===== src/design/tbc_pkg.sv =====
// shared types, constants and arctangent table of the tilt balance controller
`default_nettype none
package tbc_pkg;

	localparam int ATAN_TAB_LEN = 24;
	localparam int CORDIC_XW = 33;
	localparam int CORDIC_ZW = 28;
	localparam logic signed [CORDIC_ZW-1:0] HALF_PI_Q24 = 28'sd26353589;

	typedef enum logic [2:0] {
		CFG_COEF_A        = 3'd0,
		CFG_COEF_B        = 3'd1,
		CFG_GYRO_SCALE    = 3'd2,
		CFG_GAIN_P        = 3'd3,
		CFG_GAIN_D        = 3'd4,
		CFG_ANGLE_OFFSET  = 3'd5,
		CFG_FRICTION_COMP = 3'd6,
		CFG_COMMAND_LIMIT = 3'd7
	} cfg_index_t;

	typedef enum logic [3:0] {
		ST_IDLE   = 4'b0001,
		ST_CORDIC = 4'b0010,
		ST_MATH   = 4'b0100,
		ST_WAIT   = 4'b1000
	} ctrl_state_t;

	function automatic logic signed [CORDIC_ZW-1:0] atan_q24(input logic [4:0] i);
		logic signed [CORDIC_ZW-1:0] r;
		unique case (i)
			5'd0:  r = 28'sd13176795;
			5'd1:  r = 28'sd7778716;
			5'd2:  r = 28'sd4110060;
			5'd3:  r = 28'sd2086331;
			5'd4:  r = 28'sd1047214;
			5'd5:  r = 28'sd524117;
			5'd6:  r = 28'sd262123;
			5'd7:  r = 28'sd131069;
			5'd8:  r = 28'sd65536;
			5'd9:  r = 28'sd32768;
			5'd10: r = 28'sd16384;
			5'd11: r = 28'sd8192;
			5'd12: r = 28'sd4096;
			5'd13: r = 28'sd2048;
			5'd14: r = 28'sd1024;
			5'd15: r = 28'sd512;
			5'd16: r = 28'sd256;
			5'd17: r = 28'sd128;
			5'd18: r = 28'sd64;
			5'd19: r = 28'sd32;
			5'd20: r = 28'sd16;
			5'd21: r = 28'sd8;
			5'd22: r = 28'sd4;
			5'd23: r = 28'sd2;
			default: r = '0;
		endcase
		return r;
	endfunction

endpackage
`default_nettype wire


===== src/design/tbc_cordic.sv =====
// iterative vectoring cordic for atan2, one micro-rotation per cycle
`default_nettype none
module tbc_cordic #(
	parameter int CORDIC_STEPS = 16
) (
	input  wire logic               clk,
	input  wire logic               arst_n,
	input  wire logic               start,
	input  wire logic signed [15:0] y_in,
	input  wire logic signed [15:0] x_in,
	output logic                    done,
	output logic signed [15:0]      angle
);
	import tbc_pkg::*;

	localparam int STEPS = (CORDIC_STEPS > ATAN_TAB_LEN) ? ATAN_TAB_LEN : CORDIC_STEPS;
	localparam logic [4:0] LAST = 5'(STEPS - 1);

	logic signed [CORDIC_XW-1:0] x_q, y_q, xs, ys, xi, yi;
	logic signed [CORDIC_ZW-1:0] z_q, zr;
	logic [4:0] i_q;
	logic busy_q, done_q;

	assign xi = CORDIC_XW'(x_in) <<< 14;
	assign yi = CORDIC_XW'(y_in) <<< 14;
	assign xs = x_q >>> i_q;
	assign ys = y_q >>> i_q;

	always_ff @(posedge clk or negedge arst_n) begin
		if (!arst_n) begin
			busy_q <= 1'b0;
			done_q <= 1'b0;
			i_q    <= '0;
		end else begin
			done_q <= 1'b0;
			if (start) begin
				busy_q <= 1'b1;
				i_q    <= '0;
			end else if (busy_q) begin
				if (i_q == LAST) begin
					busy_q <= 1'b0;
					done_q <= 1'b1;
				end
				i_q <= i_q + 5'd1;
			end
		end
	end

	always_ff @(posedge clk) begin
		if (start) begin
			priority if (x_in >= 0) begin
				x_q <= xi;
				y_q <= yi;
				z_q <= '0;
			end else if (y_in >= 0) begin
				x_q <= yi;
				y_q <= -xi;
				z_q <= HALF_PI_Q24;
			end else begin
				x_q <= -yi;
				y_q <= xi;
				z_q <= -HALF_PI_Q24;
			end
		end else if (busy_q) begin
			if (y_q < 0) begin
				x_q <= x_q - ys;
				y_q <= y_q + xs;
				z_q <= z_q - atan_q24(i_q);
			end else begin
				x_q <= x_q + ys;
				y_q <= y_q - xs;
				z_q <= z_q + atan_q24(i_q);
			end
		end
	end

	assign zr    = (z_q + CORDIC_ZW'(2048)) >>> 12;
	assign angle = zr[15:0];
	assign done  = done_q;

endmodule
`default_nettype wire


===== src/design/tilt_balance_controller_top.sv =====
// tilt balance controller top: config registers, sequencer, shared multiplier, outputs
// An enabled word passes through the cordic, the math steps and the wait state before the next accept;
// a disabled word skips the cordic and starts the math at the tilt step. The result is valid in the same
// cycle that the block is ready again. The arctangent runs one cordic rotation per cycle, then a single
// shared 34x17 multiplier does the filter, pd and pwm products one per cycle.
// A finished word sits in an output register, so the next word is taken meanwhile; a word
// that finishes while the previous result is still waiting holds until that one is taken.
// Config writes are taken at any time but are meant only while the block is idle.
`default_nettype none
module tilt_balance_controller_top #(
	parameter int PWM_FULL_SCALE = 4095,
	parameter int CORDIC_STEPS = 16
) (
	input  wire logic               clk,
	input  wire logic               arst_n,
	input  wire logic               in_valid,
	output logic                    in_ready,
	input  wire logic signed [15:0] accel_x,
	input  wire logic signed [15:0] accel_y,
	input  wire logic signed [15:0] gyro_z,
	input  wire logic signed [15:0] angle_setpoint,
	input  wire logic               enable,
	input  wire logic signed [13:0] turn,
	output logic                    out_valid,
	input  wire logic               out_ready,
	output logic signed [13:0]      pwm_right,
	output logic signed [13:0]      pwm_left,
	output logic signed [15:0]      tilt_estimate,
	output logic                    saturated,
	input  wire logic               cfg_valid,
	output logic                    cfg_ready,
	input  wire logic [2:0]         cfg_index,
	input  wire logic [15:0]        cfg_data
);
	import tbc_pkg::*;

	localparam int EXT = (PWM_FULL_SCALE + 1) / 8;
	localparam int LO0 = -EXT;
	localparam int HI0 = PWM_FULL_SCALE + EXT;
	localparam int LO = (LO0 < -8192) ? -8192 : LO0;
	localparam int HI = (HI0 > 8191) ? 8191 : HI0;
	localparam logic signed [31:0] PWM_LO = 32'(LO);
	localparam logic signed [31:0] PWM_HI = 32'(HI);
	localparam int MID0 = (2048 * PWM_FULL_SCALE) / 4096;
	localparam int MID = (MID0 > HI) ? HI : MID0;
	localparam logic signed [13:0] PWM_MID = 14'(MID);
	localparam logic signed [16:0] PWM_FS = 17'(PWM_FULL_SCALE);
	localparam logic [3:0] STEP_TILT = 4'd6;

	// config registers
	logic [15:0] coef_a_q, coef_b_q, gyro_scale_q, gain_p_q, gain_d_q;
	logic signed [15:0] angle_offset_q;
	logic [11:0] friction_comp_q, command_limit_q;

	assign cfg_ready = 1'b1;

	always_ff @(posedge clk or negedge arst_n) begin
		if (!arst_n) begin
			coef_a_q        <= 16'd910;
			coef_b_q        <= 16'd31858;
			gyro_scale_q    <= 16'd3124;
			gain_p_q        <= 16'd13292;
			gain_d_q        <= 16'd1508;
			angle_offset_q  <= -16'sd134;
			friction_comp_q <= 12'd641;
			command_limit_q <= 12'd1843;
		end else if (cfg_valid) begin
			unique case (cfg_index_t'(cfg_index))
				CFG_COEF_A:        coef_a_q        <= cfg_data;
				CFG_COEF_B:        coef_b_q        <= cfg_data;
				CFG_GYRO_SCALE:    gyro_scale_q    <= cfg_data;
				CFG_GAIN_P:        gain_p_q        <= cfg_data;
				CFG_GAIN_D:        gain_d_q        <= cfg_data;
				CFG_ANGLE_OFFSET:  angle_offset_q  <= cfg_data;
				CFG_FRICTION_COMP: friction_comp_q <= cfg_data[11:0];
				CFG_COMMAND_LIMIT: command_limit_q <= cfg_data[11:0];
				default: ;
			endcase
		end
	end

	// captured word
	logic signed [15:0] gz_q, sp_q;
	logic signed [13:0] turn_q;
	logic en_q;

	ctrl_state_t state_q;
	logic [3:0] step_q;
	logic cordic_start, cordic_done;
	logic signed [15:0] cordic_angle, tg_q;

	// shared multiplier
	logic signed [33:0] op1;
	logic signed [16:0] op2;
	logic signed [50:0] p_q, prod;
	logic signed [51:0] acc_q, fsum;
	logic signed [31:0] af_q, gf_q, fsat;
	logic signed [32:0] ssum;
	logic signed [17:0] tsh, err;
	logic signed [15:0] tilt_q, held_q;
	logic signed [23:0] cmd, tr, trc;
	logic signed [12:0] lim;
	logic sat_c;
	logic signed [15:0] tr_q;
	logic signed [31:0] base_q, tt, rsum, lsum, rcl, lcl;
	logic signed [13:0] right_q, left_q;
	logic signed [15:0] out_tilt_q;
	logic sat_q, out_sat_q, out_valid_q;
	logic out_free;

	assign out_free = !out_valid_q || out_ready;
	assign in_ready = (state_q == ST_IDLE);
	assign cordic_start = in_valid && in_ready && enable;

	tbc_cordic #(.CORDIC_STEPS(CORDIC_STEPS)) u_cordic (
		.clk    (clk),
		.arst_n (arst_n),
		.start  (cordic_start),
		.y_in   (accel_y),
		.x_in   (accel_x),
		.done   (cordic_done),
		.angle  (cordic_angle)
	);

	always_comb begin
		op1 = '0;
		op2 = '0;
		unique case (step_q)
			4'd0:  begin op1 = 34'(tg_q);        op2 = 17'(coef_a_q); end
			4'd1:  begin op1 = 34'(af_q);        op2 = 17'(coef_b_q); end
			4'd2:  begin op1 = 34'(gz_q);        op2 = 17'(gyro_scale_q); end
			4'd3:  begin op1 = p_q[33:0];        op2 = 17'(coef_a_q); end
			4'd4:  begin op1 = 34'(gf_q);        op2 = 17'(coef_b_q); end
			4'd7:  begin op1 = 34'(err);         op2 = 17'(gain_p_q); end
			4'd8:  begin op1 = 34'(gz_q);        op2 = 17'(gain_d_q); end
			4'd10: begin op1 = 34'(tr_q) + 34'sd2048; op2 = PWM_FS; end
			4'd11: begin op1 = 34'(turn_q);      op2 = PWM_FS; end
			default: ;
		endcase
	end

	assign prod = 51'(op1) * 51'(op2);

	assign fsum = acc_q + 52'(p_q >>> 15);
	always_comb begin
		if (fsum > 52'sd2147483647) fsat = 32'sh7fffffff;
		else if (fsum < -52'sd2147483648) fsat = 32'sh80000000;
		else fsat = fsum[31:0];
	end

	assign ssum = 33'(af_q) + 33'(gf_q);
	assign tsh  = 18'(ssum >>> 15);
	assign err  = 18'(sp_q) + 18'(angle_offset_q) - 18'(tilt_q);
	assign lim  = 13'(command_limit_q);

	always_comb begin
		cmd = 24'((acc_q - 52'(p_q)) >>> 12);
		if (cmd < 0) tr = cmd - 24'(friction_comp_q);
		else if (cmd > 0) tr = cmd + 24'(friction_comp_q);
		else tr = 24'(held_q);
		sat_c = 1'b0;
		trc = tr;
		if (tr > 24'(lim)) begin
			trc = 24'(lim);
			sat_c = 1'b1;
		end else if (tr < -24'(lim)) begin
			trc = -24'(lim);
			sat_c = 1'b1;
		end
	end

	assign tt   = 32'(p_q >>> 12);
	assign rsum = base_q + tt;
	assign lsum = base_q - tt;
	assign rcl  = (rsum < PWM_LO) ? PWM_LO : ((rsum > PWM_HI) ? PWM_HI : rsum);
	assign lcl  = (lsum < PWM_LO) ? PWM_LO : ((lsum > PWM_HI) ? PWM_HI : lsum);

	always_ff @(posedge clk or negedge arst_n) begin
		if (!arst_n) begin
			state_q     <= ST_IDLE;
			step_q      <= '0;
			out_valid_q <= 1'b0;
			af_q        <= '0;
			gf_q        <= '0;
			held_q      <= '0;
		end else begin
			if (state_q == ST_WAIT && out_free) out_valid_q <= 1'b1;
			else if (out_ready) out_valid_q <= 1'b0;
			unique case (state_q)
				ST_IDLE: begin
					if (in_valid) begin
						if (enable) begin
							state_q <= ST_CORDIC;
						end else begin
							state_q <= ST_MATH;
							step_q  <= STEP_TILT;
						end
					end
				end
				ST_CORDIC: begin
					if (cordic_done) begin
						state_q <= ST_MATH;
						step_q  <= '0;
					end
				end
				ST_MATH: begin
					step_q <= step_q + 4'd1;
					if (step_q == 4'd2) af_q <= fsat;
					if (step_q == 4'd5) gf_q <= fsat;
					if (step_q == 4'd9) held_q <= trc[15:0];
					if ((step_q == STEP_TILT && !en_q) || step_q == 4'd11) state_q <= ST_WAIT;
				end
				ST_WAIT: begin
					if (out_free) state_q <= ST_IDLE;
				end
				default: state_q <= ST_IDLE;
			endcase
		end
	end

	always_ff @(posedge clk) begin
		if (in_valid && in_ready) begin
			gz_q   <= gyro_z;
			sp_q   <= angle_setpoint;
			en_q   <= enable;
			turn_q <= turn;
		end
		if (cordic_done) tg_q <= -cordic_angle;
		if (state_q == ST_MATH) begin
			p_q <= prod;
			unique case (step_q)
				4'd1:  acc_q <= 52'(p_q);
				4'd4:  acc_q <= 52'(p_q >>> 12);
				4'd6: begin
					if (tsh > 18'sd32767) tilt_q <= 16'sh7fff;
					else if (tsh < -18'sd32768) tilt_q <= 16'sh8000;
					else tilt_q <= tsh[15:0];
					if (!en_q) sat_q <= 1'b0;
				end
				4'd8:  acc_q <= 52'(p_q);
				4'd9: begin
					tr_q  <= trc[15:0];
					sat_q <= sat_c;
				end
				4'd11: base_q <= 32'(p_q >>> 12);
				default: ;
			endcase
		end
		if (state_q == ST_WAIT && out_free) begin
			right_q    <= en_q ? rcl[13:0] : PWM_MID;
			left_q     <= en_q ? lcl[13:0] : PWM_MID;
			out_tilt_q <= tilt_q;
			out_sat_q  <= sat_q;
		end
	end

	// p_q holds turn*fs when ST_WAIT is reached from the last multiply
	assign out_valid     = out_valid_q;
	assign pwm_right     = right_q;
	assign pwm_left      = left_q;
	assign tilt_estimate = out_tilt_q;
	assign saturated     = out_sat_q;

	a_cordic_in_state: assert property (@(posedge clk) disable iff (!arst_n)
		cordic_done |-> state_q == ST_CORDIC)
		else $error("cordic finished outside its state");

	a_disabled_mid: assert property (@(posedge clk) disable iff (!arst_n)
		state_q == ST_WAIT && out_free && !en_q |=>
		pwm_right == PWM_MID && pwm_left == PWM_MID && !saturated)
		else $error("disabled word not at mid-scale");

	a_sat_at_limit: assert property (@(posedge clk) disable iff (!arst_n)
		$rose(out_valid_q) && en_q && sat_q |->
		tr_q == 16'(lim) || tr_q == -16'(lim))
		else $error("saturated command off the limit");

	a_no_accept_busy: assert property (@(posedge clk) disable iff (!arst_n)
		state_q == ST_MATH |-> !in_ready)
		else $error("ready while computing");

endmodule
`default_nettype wire

===== config.mk =====
export PLATFORM = sky130hd
export DESIGN_NAME = tilt_balance_controller_top
export DESIGN_NICKNAME = d
export VERILOG_FILES = /design/src/design/tbc_pkg.sv /design/src/design/tbc_cordic.sv /design/src/design/tilt_balance_controller_top.sv
export SDC_FILE = /design/constraint.sdc
export NUM_CORES = 2
export LEC_CHECK = 0
export ABC_AREA = 1
export BUFFER_PORTS_ARGS = -buffer_cell sky130_fd_sc_hd__buf_4
export CORE_MARGIN = 5
export CORE_UTILIZATION = 55
export CTS_CLUSTER_DIAMETER = 60
export DETAILED_ROUTE_END_ITERATION = 12
export PLACE_DENSITY_LB_ADDON = 0.12
export SETUP_SLACK_MARGIN = 0.4
export SYNTH_ARGS = -nofsm -noshare
export SYNTH_HDL_FRONTEND = slang
export SYNTH_SLANG_ARGS = --single-unit

===== constraint.sdc =====
create_clock -name clk -period 28.5 [get_ports clk]
set_input_delay 5.7 -clock clk [delete_from_list [all_inputs] [get_ports clk]]
set_output_delay 5.7 -clock clk [all_outputs]
set_load 0.05 [all_outputs]

==> flow_summary.yaml <==
synth:
  synthDominantCellAreaShare: 0.1602
  synthFlopType: "edfxtp_1"
  synth.most_common_cell: "nand2_1"
  synth_warnings: 0
  synth.lib_cells_used.distinct: 77
  post_synth_main_area_contributors: "edfxtp_1 16%, fa_1 16%, nand2_1 14%"
  synthesis.area_sq_um: 69150
  synthArstFlopShare: 0.3692
  synth_commonest_cells: "2488 x nand2_1, 1683 x inv_1, 725 x nor2_1"
  synthCells: 9408
  post-synth-top-area-cell: "edfxtp_1"
  synthesis.nets: 10540
  avgSynthCellArea_sq_um: 7.350
  synth_seq_area_share: 0.2395
  postSynthRegisterBits: 585
  synth_edf_count: 369
timing:
  final.period_utilization: 0.3747
  rsz0062_at_grt: "no"
  report.final.setup_viol: 0
  final.setup_skew_ns: 0.06854
  final_hold_violations: 0
  final-max-slew-violation-count: 0
  min_period_ns: 10.68
  fmax_mhz: 93.64
  setup_total_negative_slack_ns: 0
  timing.max_slew.rel_slack: 0.1321
  finalHoldWorstSlack_ns: 0.4315
  worst_pin_slew_ns: 1.298
final_layout:
  fin_area_sq_um: 74720
  area_delta_synth_final_pct: 8.050
  fin_nets: 10570
  instances_no_fill: 11160
  drive_gt1_frac: 0.05765
  nFillCells: 11820
  multiInputGateArea_sq_um: 45090
  ff_latch_area_sq_um: 16560
route:
  drt-vias-per-instance: 5.670
  route.vias.total: 63280
  route.final.wire_length_um: 232400
  remaining_drc_errors: 0
  wl_per_cell_um: 20.82
  initialDrtViolationCount: 6146
  ant_nets: 0
  firstDrtPassIters: 6
floorplanning:
  floorplan.initialDensity: 0.5521
  die_h_um: 364.6
  core_area_sq_um: 125200
  rows: 130
  io_pins: 151
  floorplan.die_area_sq_um: 132900
  die-width_um: 364.6
hold_path:
  worstHoldPathType: "flop to flop"
critical_path:
  timing.critical_path.fanout_max: 11
  cell_with_the_biggest_individual_delay_on_the_critical_path: "fa_1"
  worstPathRequired_ns: 28.94
  critPathCaptureType: "flop"
  arrival_ns: 11.12
  cp_slowest_stage_delay_ns: 0.57
  critPathLaunchType: "flop"
  critPathMostFrequentCell: "nand2_1"
  worstSetupPathType: "flop to flop"
clock_tree:
  htree_levels: 3
  cts.path.max_buffers: 3
  total_clock_buffers_created_by_cts: 80
  tritoncts_num_sinks: 585
  post-cts-setup-buffer-count: 0
  tritoncts: "built"
  holdBufCountCts: 0
  clock-root-buffer: "clkbuf_16"
  clock_insertion_delay_worst_skew_ns: 0.71
  worst_setup_hold_path_clk_slew_ns: 0.06
  postCtsResizedCells: 0
placement:
  globalplace.congestion: 1.025
  place_area_sq_um: 71960
  port_buffers: 149
  numPlacedInstances: 11010
  dpl.hpwl_um: 186400
global_route:
  maximum_number_of_pins_on_one_net_before_global_route_repair: 93
  global_route.usage.total: 0.3477
  global_route_wire_length_before_repair_um: 358000
  total_congestion_overflow: 0
  antenna_found_initial: 8
  grt_pass1_vias: 61600
outcome:
  run_status: "finished clean"
run:
  max_cap_viol: 0
==> state kept, by name, summed over array words and instances (netlist names), 28 cells and up <==
register,flops
base_q,32
u_cordic.y_q,33
acc_q,51
gf_q,32
u_cordic.x_q,33
p_q,51
u_cordic.z_q,28
af_q,32
==> kinds of logic after synthesis <==
| family | after synthesis | synth area share |
|---|---|---|
| other | 1 | 0.00005423 |
| multiplexers | 39 | 0.005645 |
| adder cells (fa/ha/maj) | 1032 | 0.2455 |
| AND/OR/NAND/NOR | 3772 | 0.2211 |
| flip-flops | 585 | 0.2395 |
| AO/OA/AOI/OAI | 1620 | 0.1328 |
| XOR/XNOR | 358 | 0.04534 |
| buffers and inverters | 2001 | 0.1101 |
==> per-layer routing <==
layer | global-route usage | vias up | routed length, um
li1 | - | 29940 | -
met1 | 0.4876 | 30270 | 101100
met2 | 0.5547 | 2657 | 102800
met3 | 0.05210 | 409 | 19050
met4 | 0.1187 | 4 | 9314
met5 | 0 | - | 54
==> worst paths after layout <==
check	start	to	slack, ns	cells after the start
max	angle_offset_q[1]	p_q[43]	17.82	49
min	sat_q	saturated	0.43	0
max reg2reg	angle_offset_q[1]	p_q[43]	17.82	49
min reg2reg	sat_q	saturated	0.43	0
max in group asynchronous	arst_n	af_q[29]	21.92	2
min in group asynchronous	arst_n	command_limit_q[3]	5.03	1
==> layout make-up <==
type | count | area share
Timing Repair Buffer | 243 | 0.02452
Clock inverter | 47 | 0.007988
Multi-Input combinational cell | 6822 | 0.6035
Sequential cell | 585 | 0.2217
Tap cell | 1650 | 0.02763
Inverter | 1707 | 0.08575
Antenna cell | 3 | 0.0001005
Clock buffer | 102 | 0.02885
==> worst max-delay path: cells and delay by family, from the launching register on <==
kind	cells	cell delay, ns
AO/OA/AOI/OAI	11	2.35
XOR/XNOR	1	0.11
adder cells (fa/ha/maj)	9	4.40
buffers and inverters	9	0.85
flip-flops	1	0.53
AND/OR/NAND/NOR	19	2.19
==> cells in the final DEF, fill, tap and decap left out, types with 81 or more instances in the layout <==
| cell type | synthesis | layout |
|---|---|---|
| clkbuf_16 | 0 | 81 |
| ha_1 | 491 | 491 |
| edfxtp_1 | 369 | 369 |
| inv_1 | 1683 | 1681 |
| a21oi_1 | 533 | 533 |
| dfrtp_1 | 157 | 155 |
| nand3_1 | 264 | 264 |
| xor2_1 | 255 | 255 |
| nor2_1 | 725 | 718 |
| o21ai_0 | 663 | 663 |
| fa_1 | 541 | 541 |
| nand2_1 | 2488 | 2486 |
| xnor2_1 | 103 | 103 |
| buf_4 | 7 | 242 |
==> through the flow <==
step / utilization / setup slack (ns)
6_report: 0.5966 / 17.82
5_1_grt: 0.5965 / 16.96
4_1_cts: 0.5965 / 18.00
3_5_place_dp: 0.5745 / 18.07
3_3_place_gp: 0.5745 / 18.24
2_1_floorplan: - / 17.64
Power is not shown: default switching activity piles up to over one toggle a cycle in this logic, so the estimate is an artifact.
